## config.mk

```make
export PLATFORM = sky130hd
export DESIGN_NAME = pfci_ctrl
export DESIGN_NICKNAME = d
export VERILOG_FILES = /design/src/hw/rtl/pfci_pkg.sv /design/src/hw/rtl/pfci_ctrl.sv
export VERILOG_INCLUDE_DIRS = /design/src /design/src/hw/rtl
export SDC_FILE = /design/constraint.sdc
export NUM_CORES = 1
export LEC_CHECK = 0
export BUFFER_PORTS_ARGS = -buffer_cell sky130_fd_sc_hd__buf_2
export CORE_AREA = 2 2 39 41
export CTS_BUF_LIST = sky130_fd_sc_hd__clkbuf_8 sky130_fd_sc_hd__clkbuf_16
export DETAILED_ROUTE_END_ITERATION = 10
export DIE_AREA = 0 0 41 43
export PLACE_DENSITY = 0.47
export SYNTH_ARGS = -nofsm -noshare
export SYNTH_HDL_FRONTEND = slang
export SYNTH_SLANG_ARGS = --single-unit
```

## constraint.sdc

```tcl
create_clock -name clk_i -period 1.2 [get_ports clk_i]
set_input_delay 0.12 -clock clk_i [delete_from_list [all_inputs] [get_ports clk_i]]
set_output_delay 0.12 -clock clk_i [all_outputs]
set_load 0.05 [all_outputs]
```

## src/hw/rtl/parallel_flash_command_interface_assert.svh

```systemverilog
// assertion macros shared by the flash command interface modules
`ifndef PARALLEL_FLASH_COMMAND_INTERFACE_ASSERT_SVH
`define PARALLEL_FLASH_COMMAND_INTERFACE_ASSERT_SVH

// same-cycle implication, checked out of reset
`define PFCI_ASSERT_IMPL(name, clk, rst_n, ante, cons) \
  name: assert property (@(posedge clk) disable iff (!rst_n) (ante) |-> (cons)) \
    else $error("pfci assertion failed");

// next-cycle implication, checked out of reset
`define PFCI_ASSERT_NEXT(name, clk, rst_n, ante, cons) \
  name: assert property (@(posedge clk) disable iff (!rst_n) (ante) |=> (cons)) \
    else $error("pfci assertion failed");

`endif

```

## src/hw/rtl/pfci_pkg.sv

```systemverilog
// types and command codes of the parallel flash command interface
`default_nettype none

package pfci_pkg;

  // command codes of the first and of the second bus write of a command
  localparam logic [7:0] CODE_ALT_WRITE     = 8'h10;
  localparam logic [7:0] CODE_ERASE_SETUP   = 8'h20;
  localparam logic [7:0] CODE_WRITE         = 8'h40;
  localparam logic [7:0] CODE_STS_CLEAR     = 8'h50;
  localparam logic [7:0] CODE_STS_READ      = 8'h70;
  localparam logic [7:0] CODE_READ_ID       = 8'h90;
  localparam logic [7:0] CODE_ERASE_SUSPEND = 8'hB0;
  localparam logic [7:0] CODE_ERASE_CONFIRM = 8'hD0;
  localparam logic [7:0] CODE_ARRAY_READ    = 8'hFF;

  // status byte bits and the erased data value
  localparam logic [7:0] STATUS_ERR_BITS = 8'h30;
  localparam logic [7:0] ERASED_BYTE     = 8'hFF;

  // access kinds
  localparam logic ACC_READ  = 1'b0;
  localparam logic ACC_WRITE = 1'b1;

  // controller states
  typedef enum logic [2:0] {
    S_SWEEP,
    S_IDLE,
    S_MOD,
    S_EXEC,
    S_EMUL,
    S_EALIGN,
    S_RESP
  } pfci_state_e;

  // strobes from controller to datapath
  typedef struct packed {
    logic load;
    logic mod;
    logic exec;
    logic emul;
    logic ealign;
    logic sweep;
    logic out_load;
  } pfci_ctl_t;

  // status from datapath to controller
  typedef struct packed {
    logic is_write;
    logic erase_req;
    logic sweep_last;
    logic out_free;
  } pfci_sts_t;

endpackage

`default_nettype wire

```

## src/hw/rtl/pfci_ctrl.sv

```systemverilog
// sequencing state machine of the flash command interface
`default_nettype none
`include "parallel_flash_command_interface_assert.svh"

module pfci_ctrl (
  input  wire logic               clk_i,
  input  wire logic               rst_ni,
  input  wire logic               in_valid_i,
  output logic                    in_stall_o,
  input  wire pfci_pkg::pfci_sts_t sts_i,
  output pfci_pkg::pfci_ctl_t     ctl_o
);

  pfci_pkg::pfci_state_e state_q, state_d;

  // state register, reset starts the clearing pass
  always_ff @(posedge clk_i or negedge rst_ni) begin
    if (!rst_ni) begin
      state_q <= pfci_pkg::S_SWEEP;
    end else begin
      state_q <= state_d;
    end
  end

  // next state and strobes
  always_comb begin
    state_d    = state_q;
    ctl_o      = '0;
    in_stall_o = 1'b1;
    unique case (state_q)
      pfci_pkg::S_SWEEP: begin
        ctl_o.sweep = 1'b1;
        if (sts_i.sweep_last) begin
          state_d = pfci_pkg::S_IDLE;
        end
      end
      pfci_pkg::S_IDLE: begin
        in_stall_o = 1'b0;
        if (in_valid_i) begin
          ctl_o.load = 1'b1;
          state_d    = pfci_pkg::S_MOD;
        end
      end
      pfci_pkg::S_MOD: begin
        ctl_o.mod = 1'b1;
        state_d   = pfci_pkg::S_EXEC;
      end
      pfci_pkg::S_EXEC: begin
        ctl_o.exec = 1'b1;
        if (!sts_i.is_write) begin
          state_d = pfci_pkg::S_RESP;
        end else if (sts_i.erase_req) begin
          state_d = pfci_pkg::S_EMUL;
        end else begin
          state_d = pfci_pkg::S_IDLE;
        end
      end
      pfci_pkg::S_EMUL: begin
        ctl_o.emul = 1'b1;
        state_d    = pfci_pkg::S_EALIGN;
      end
      pfci_pkg::S_EALIGN: begin
        ctl_o.ealign = 1'b1;
        state_d      = pfci_pkg::S_SWEEP;
      end
      pfci_pkg::S_RESP: begin
        if (sts_i.out_free) begin
          ctl_o.out_load = 1'b1;
          state_d        = pfci_pkg::S_IDLE;
        end
      end
      default: begin
        state_d = pfci_pkg::S_IDLE;
      end
    endcase
  end

  // an erase confirm always runs the block alignment then the sweep
  `PFCI_ASSERT_NEXT(a_erase_starts, clk_i, rst_ni,
                    state_q == pfci_pkg::S_EXEC && sts_i.is_write && sts_i.erase_req,
                    state_q == pfci_pkg::S_EMUL)
  // a finished sweep hands back to idle
  `PFCI_ASSERT_NEXT(a_sweep_ends, clk_i, rst_ni,
                    state_q == pfci_pkg::S_SWEEP && sts_i.sweep_last,
                    state_q == pfci_pkg::S_IDLE)

endmodule

`default_nettype wire

```

==> flow_metrics.tcl, run 1 <==
set metrics [dict create \
    status "finished, violations left" \
    violations "negative setup slack" \
    largest_reg_flops 3 \
    syn_area_per_cell_um2 8.234 \
    antenna_cells 0 \
    drtIter0Drc 4 \
    num_rows 14 \
    synth_fp_nets 38 \
    grt_max_degree 14 \
    seqCellArea_um2 75.07 \
    clockRootBuffer "clkbuf_8" \
    cp-start-kind "register" \
    cp-end-kind "primary output" \
    multi_input_area_um2 211.5 \
    initial_utilization_pct 18.44 \
    min_period_ns 1.376 \
    synth_area_um2 255.2 \
    antenna_left 0 \
    fin_crit_sh_pct 114.7 \
    setup_slack_ns -0.1762 \
    dr.pass1.iters 4 \
    final_common_cell "buf_6" \
    dieWidth_um 41 \
    slowest_delay_ns 0.42 \
    slew_viol_final 0 \
    seq_area_frac_synth_pct 29.41 \
    rr_worst_depth 5 \
    tritoncts "built" \
    crit_path_start "state_q[1]" \
    reg2reg_from "state_q[0]" \
    max-slew-margin-rel_pct 83.49 \
    gp_routability_congestion 0.7367 \
    worst_pin_slew_ns 0.2494 \
    ys_warn_count 0 \
    crit_arrival_ns 1.26 \
    cts_inserted_buffers 3 \
    ir_drop_v 0.001754 \
    antenna_found_initial 0 \
    r2r_end "state_q[0]" \
    placement.io_buffers 14 \
    path_class "reg -> out" \
    path_max_fanout 3 \
    top_regs "state_q: 3 flops" \
    ioPinCount 15 \
    grt_overflow_total 0 \
    totalWireLength_um 779 \
    final_util_pct 42.95 \
    rsz0062_at_grt "true" \
    clkLatencyLatePin_ns 0.21 \
    hpwl_um 511.9 \
    synth_top_area_share_pct 29.41 \
    clk_pin_slew_ns 0.03 \
    cp_data_required_time_ns 1.08 \
    ys_seq_elements 3 \
    synth_cell_types 19 \
    drive_gt1_share_pct 66.67 \
    cts_max_path_buffers 2 \
    r2r_slack_ns -0.06 \
    path_cells "or3_4, nor2_4, buf_8" \
    syn_inst 31 \
    dpl_worst_slack_ns -0.04843 \
    clock_skew_ns 0.004281 \
    setup_viol 8 \
    grt_usage_pct 11.76 \
    n_fill_cell 143 \
    core_area_um2 1384 \
    area_delta_synth_final_pct 132.8 \
    max_freq_ghz 0.7267 \
    wl_per_cell_um 10.67 \
    total_power_w 0.001848 \
    cp_slowest_cell "or3_4" \
    first_global_vias 308 \
    cap_violations 0 \
    drcViolationCount 0 \
    p_per_area_nw_per_um2 3110 \
    dieHeight_um 43 \
    nets 65 \
    cp-endpoint "ctl_o[6]" \
    hold_path.class "in -> reg" \
    cts_max_level 1 \
    synth_area_leaders "dfrtp_1 29%, nor3b_1 8.8%, nor2_1 5.9%" \
    dieArea_um2 1763 \
    hold_violations 0 \
    viasPerCell 4.493 \
    final_cell_mix "10 x buf_6, 7 x buf_2, 4 x buf_4" \
    holdWs_ns 0.1243 \
    yosys.area.top_type "dfrtp_1" \
    largest-register "state_q" \
    num_vias 328 \
    p_leak_nw 0.2788 \
    grt_pass1_wl_um 1317 \
    clock_sinks 3 \
]
## power by group
group          switching [W]  total [W]  internal (W)
registers          0.0000362   0.000183      0.000147
clock network      0.0000652   0.000283      0.000218
logic               0.000756    0.00138      0.000626
## cells in the mapped netlist, drive strengths merged
| master | n |
|---|---|
| dfrtp | 3 |
| nor3b | 3 |
| a21oi | 1 |
| nor2b | 1 |
| nor3 | 2 |
| and4 | 1 |
| and4bb | 1 |
| o21ai | 4 |
| a31o | 1 |
| a221o | 1 |
| mux2i | 1 |
| nor2 | 4 |
| nand2 | 2 |
| or3 | 1 |
| inv | 2 |
| buf | 3 |
## worst max-delay path, delay by kind of cell, from the launching register on
family	cells	cell delay [ns]
flops	1	0.37
simple gates	2	0.52
buf+inv	1	0.15
## routing by layer
| metal | routed length (µm) | track usage, % | up-vias |
|---|---|---|---|
| li1 | - | - | 161 |
| met3 | 36 | 3.141 | 4 |
| met1 | 311 | 14.19 | 153 |
| met4 | 25 | 10.00 | 0 |
| met2 | 404 | 16.25 | 10 |
| met5 | 0 | 0 | - |
## worst min-delay path by stage
stage                       endpoint  slack (ns)  cells past startpoint       start
after global routing      state_q[0]        0.13                      2  in_valid_i
after CTS                 state_q[0]        0.12                      2  in_valid_i
after floorplan           state_q[0]       -0.18                      0      rst_ni
final                     state_q[0]        0.12                      2  in_valid_i
after detailed placement  state_q[1]       -0.08                      1      rst_ni
after global placement    state_q[2]       -0.08                      1      rst_ni
## kinds of logic (layout without fill, tap and decap cells)
family                 count (synthesis)  in the layout  synth area share [%]
buffers and inverters                  5             31                 12.25
AO/OA/AOI/OAI                          7              7                 17.16
multiplexers                           1              1                 3.922
AND/OR/NAND/NOR                       15             15                 37.25
flip-flops                             3              3                 29.41
## through the flow
stage | instances | area, µm² | TNS [ns]
2_1_floorplan | 31 | 285.3 | -0.7882
3_3_place_gp | 63 | 391.6 | -0.03674
3_5_place_dp | 63 | 391.6 | -0.05906
6_report | 73 | 594.3 | -0.9129
5_1_grt | 73 | 594.3 | -1.354
4_1_cts | 71 | 548.0 | -0.7725
## final cells by class
type                    instances  area share [%]
inverters                       2           1.684
clock buffers                   3           6.947
well taps                      16           3.368
flip-flops and latches          3           12.63
repair buffers                 25           39.16
multi-input cells              23           35.58
clock inverters                 1          0.6316
## repair_timing
action	4_1_cts	5_1_grt
buffers inserted	3	1
pin swaps	5	5
hold buffers	1	0
endpoints found under the hold margin	3	0
setup endpoints to repair	9	10
cloned	0	1
gates resized for setup	23	9
Power figures use the tool's default switching activity.
==> inputs of run 2 (changes only) <==
- SETUP_SLACK_MARGIN: not set -> 0.2
==> flow_metrics.tcl, run 2 (synthesized netlist as in run 1, its figures left out) <==
set metrics [dict create \
    nets 64 \
    path_class "reg -> out" \
    antenna_cells 0 \
    violations "negative setup slack" \
    slew_viol_final 0 \
    largest-register "state_q" \
    max-slew-margin-rel_pct 83.67 \
    worst_pin_slew_ns 0.2466 \
    clkPwrFrac_pct 15.8 \
    clock_sinks 3 \
    fin_tns_setup_ns -1.027 \
    antenna_found_initial 0 \
    clockRootBuffer "clkbuf_8" \
    cts_max_path_buffers 2 \
    p_leak_nw 0.2704 \
    rsz0062_at_grt "true" \
    p_per_area_nw_per_um2 3091 \
    cap_violations 0 \
    largest_reg_flops 3 \
    grt_max_degree 14 \
    viasPerCell 4.361 \
    num_vias 314 \
    n_fill_cell 138 \
    core_area_um2 1384 \
    fin_crit_sh_pct 114.7 \
    tritoncts "built" \
    min_period_ns 1.377 \
    cp-start-kind "register" \
    grt_pass1_wl_um 1242 \
    power_frac_seq_pct 10.4 \
    num_rows 14 \
    hpwl_um 501.7 \
    hold_violations 0 \
    combPwrFrac_pct 73.7 \
    placement.io_buffers 14 \
    grt_overflow_total 0 \
    gp_routability_congestion 0.7250 \
    antenna_left 0 \
    path_max_fanout 3 \
    final_cell_mix "11 x buf_6, 7 x buf_2, 4 x buf_4" \
    p_int_w 0.0009465 \
    top_regs "state_q: 3 flops" \
    totalWireLength_um 743 \
    drcViolationCount 0 \
    final_common_cell "buf_6" \
    status "finished, violations left" \
    ir_drop_v 0.001423 \
    max_freq_ghz 0.7264 \
    drtIter0Drc 4 \
    initial_utilization_pct 18.44 \
    crit_arrival_ns 1.26 \
    cts_inserted_buffers 3 \
    clock_skew_ns 0.004627 \
    final_util_pct 41.77 \
    switching_share_pct 47.02 \
    first_global_vias 279 \
    p_switching_w 0.0008400 \
    area_delta_synth_final_pct 126.5 \
    multi_input_area_um2 214.0 \
    wl_per_cell_um 10.32 \
    grt_usage_pct 10.64 \
    hold_path.class "in -> reg" \
    setup_slack_ns -0.1767 \
    setup_viol 10 \
    dieWidth_um 41 \
    dr.pass1.iters 4 \
    clkLatencyLatePin_ns 0.22 \
    cp-end-kind "primary output" \
    cts_max_level 1 \
    dieHeight_um 43 \
    ioPinCount 15 \
    dieArea_um2 1763 \
    seqCellArea_um2 75.07 \
    cp_data_required_time_ns 1.08 \
    drive_gt1_share_pct 69.64 \
    clk_pin_slew_ns 0.03 \
]
run 2: changes by cell type in the layout (fill, tap and decap cells not counted), sizes merged:
cell	previous run	this run
buf	24	23
run 2: stage by stage:
| step | setup WS [ns] | cells | instance area, µm² | hold slack, ns | total power, W |
|---|---|---|---|---|---|
| after floorplan | -0.1806 | 31 | 285.3 | -0.1756 | 0.0009198 |
| after global placement | -0.04230 | 62 | 384.1 | -0.08122 | 0.001106 |
| after detailed placement | -0.05249 | 62 | 384.1 | -0.08065 | 0.001109 |
| after CTS | -0.1772 | 69 | 533.0 | 0.1153 | 0.001665 |
| after global routing | -0.2229 | 72 | 578.1 | 0.1176 | 0.001894 |
| final | -0.1767 | 72 | 578.1 | 0.1145 | 0.001786 |
run 2: final cells by class:
type                       count  area share, %
timing repair buffer          24          37.01
clock inverter                 1         0.6494
tap                           16          3.463
inverter                       2          1.732
sequential                     3          12.99
clock buffer                   3          7.143
multi-input combinational     23          37.01
run 2: critical path, cell delays in order, from the launching register on:
cell and delay [ns]:
dfrtp_1 0.40, inv_4 0.04, or3_4 0.35, nor2_4 0.10
buf_6 0.16
run 2: repair_timing:
item,CTS,global route
cloned,0,1
setup endpoints to repair,11,11
gates resized for setup,23,8
hold buffers,1,0
setup buffers,2,2
endpoints found under the hold margin,3,0
pin swaps,4,4
run 2: layer usage:
layer	global-route usage, %	share of wire (%)	vias to the layer above	routed length (µm)
li1	-	-	158	-
met1	13.83	43	144	322
met2	14.06	49	9	362
met3	4.712	6.6	3	49
met4	6.000	1.2	0	9
met5	0	0	-	0
run 2: power by group through the flow:
stage	registers, W	logic, W	clock network, W
floorplan	0.000169	0.000751	0
global placement	0.000181	0.000925	0
detailed placement	0.000181	0.000928	0
CTS	0.000185	0.00119	0.000290
global route	0.000192	0.00139	0.000310
finish	0.000187	0.00132	0.000283
run 2: worst paths after layout:
path	startpoint	endpoint	slack (ns)	cells past startpoint
setup / recovery	state_q[0]	ctl_o[6]	-0.18	4
hold / removal	in_valid_i	state_q[0]	0.11	2
setup reg to reg	state_q[1]	state_q[0]	-0.06	5
hold reg to reg	state_q[2]	state_q[2]	0.74	2
max in group asynchronous	rst_ni	state_q[0]	0.86	2
min in group asynchronous	rst_ni	state_q[2]	0.23	2
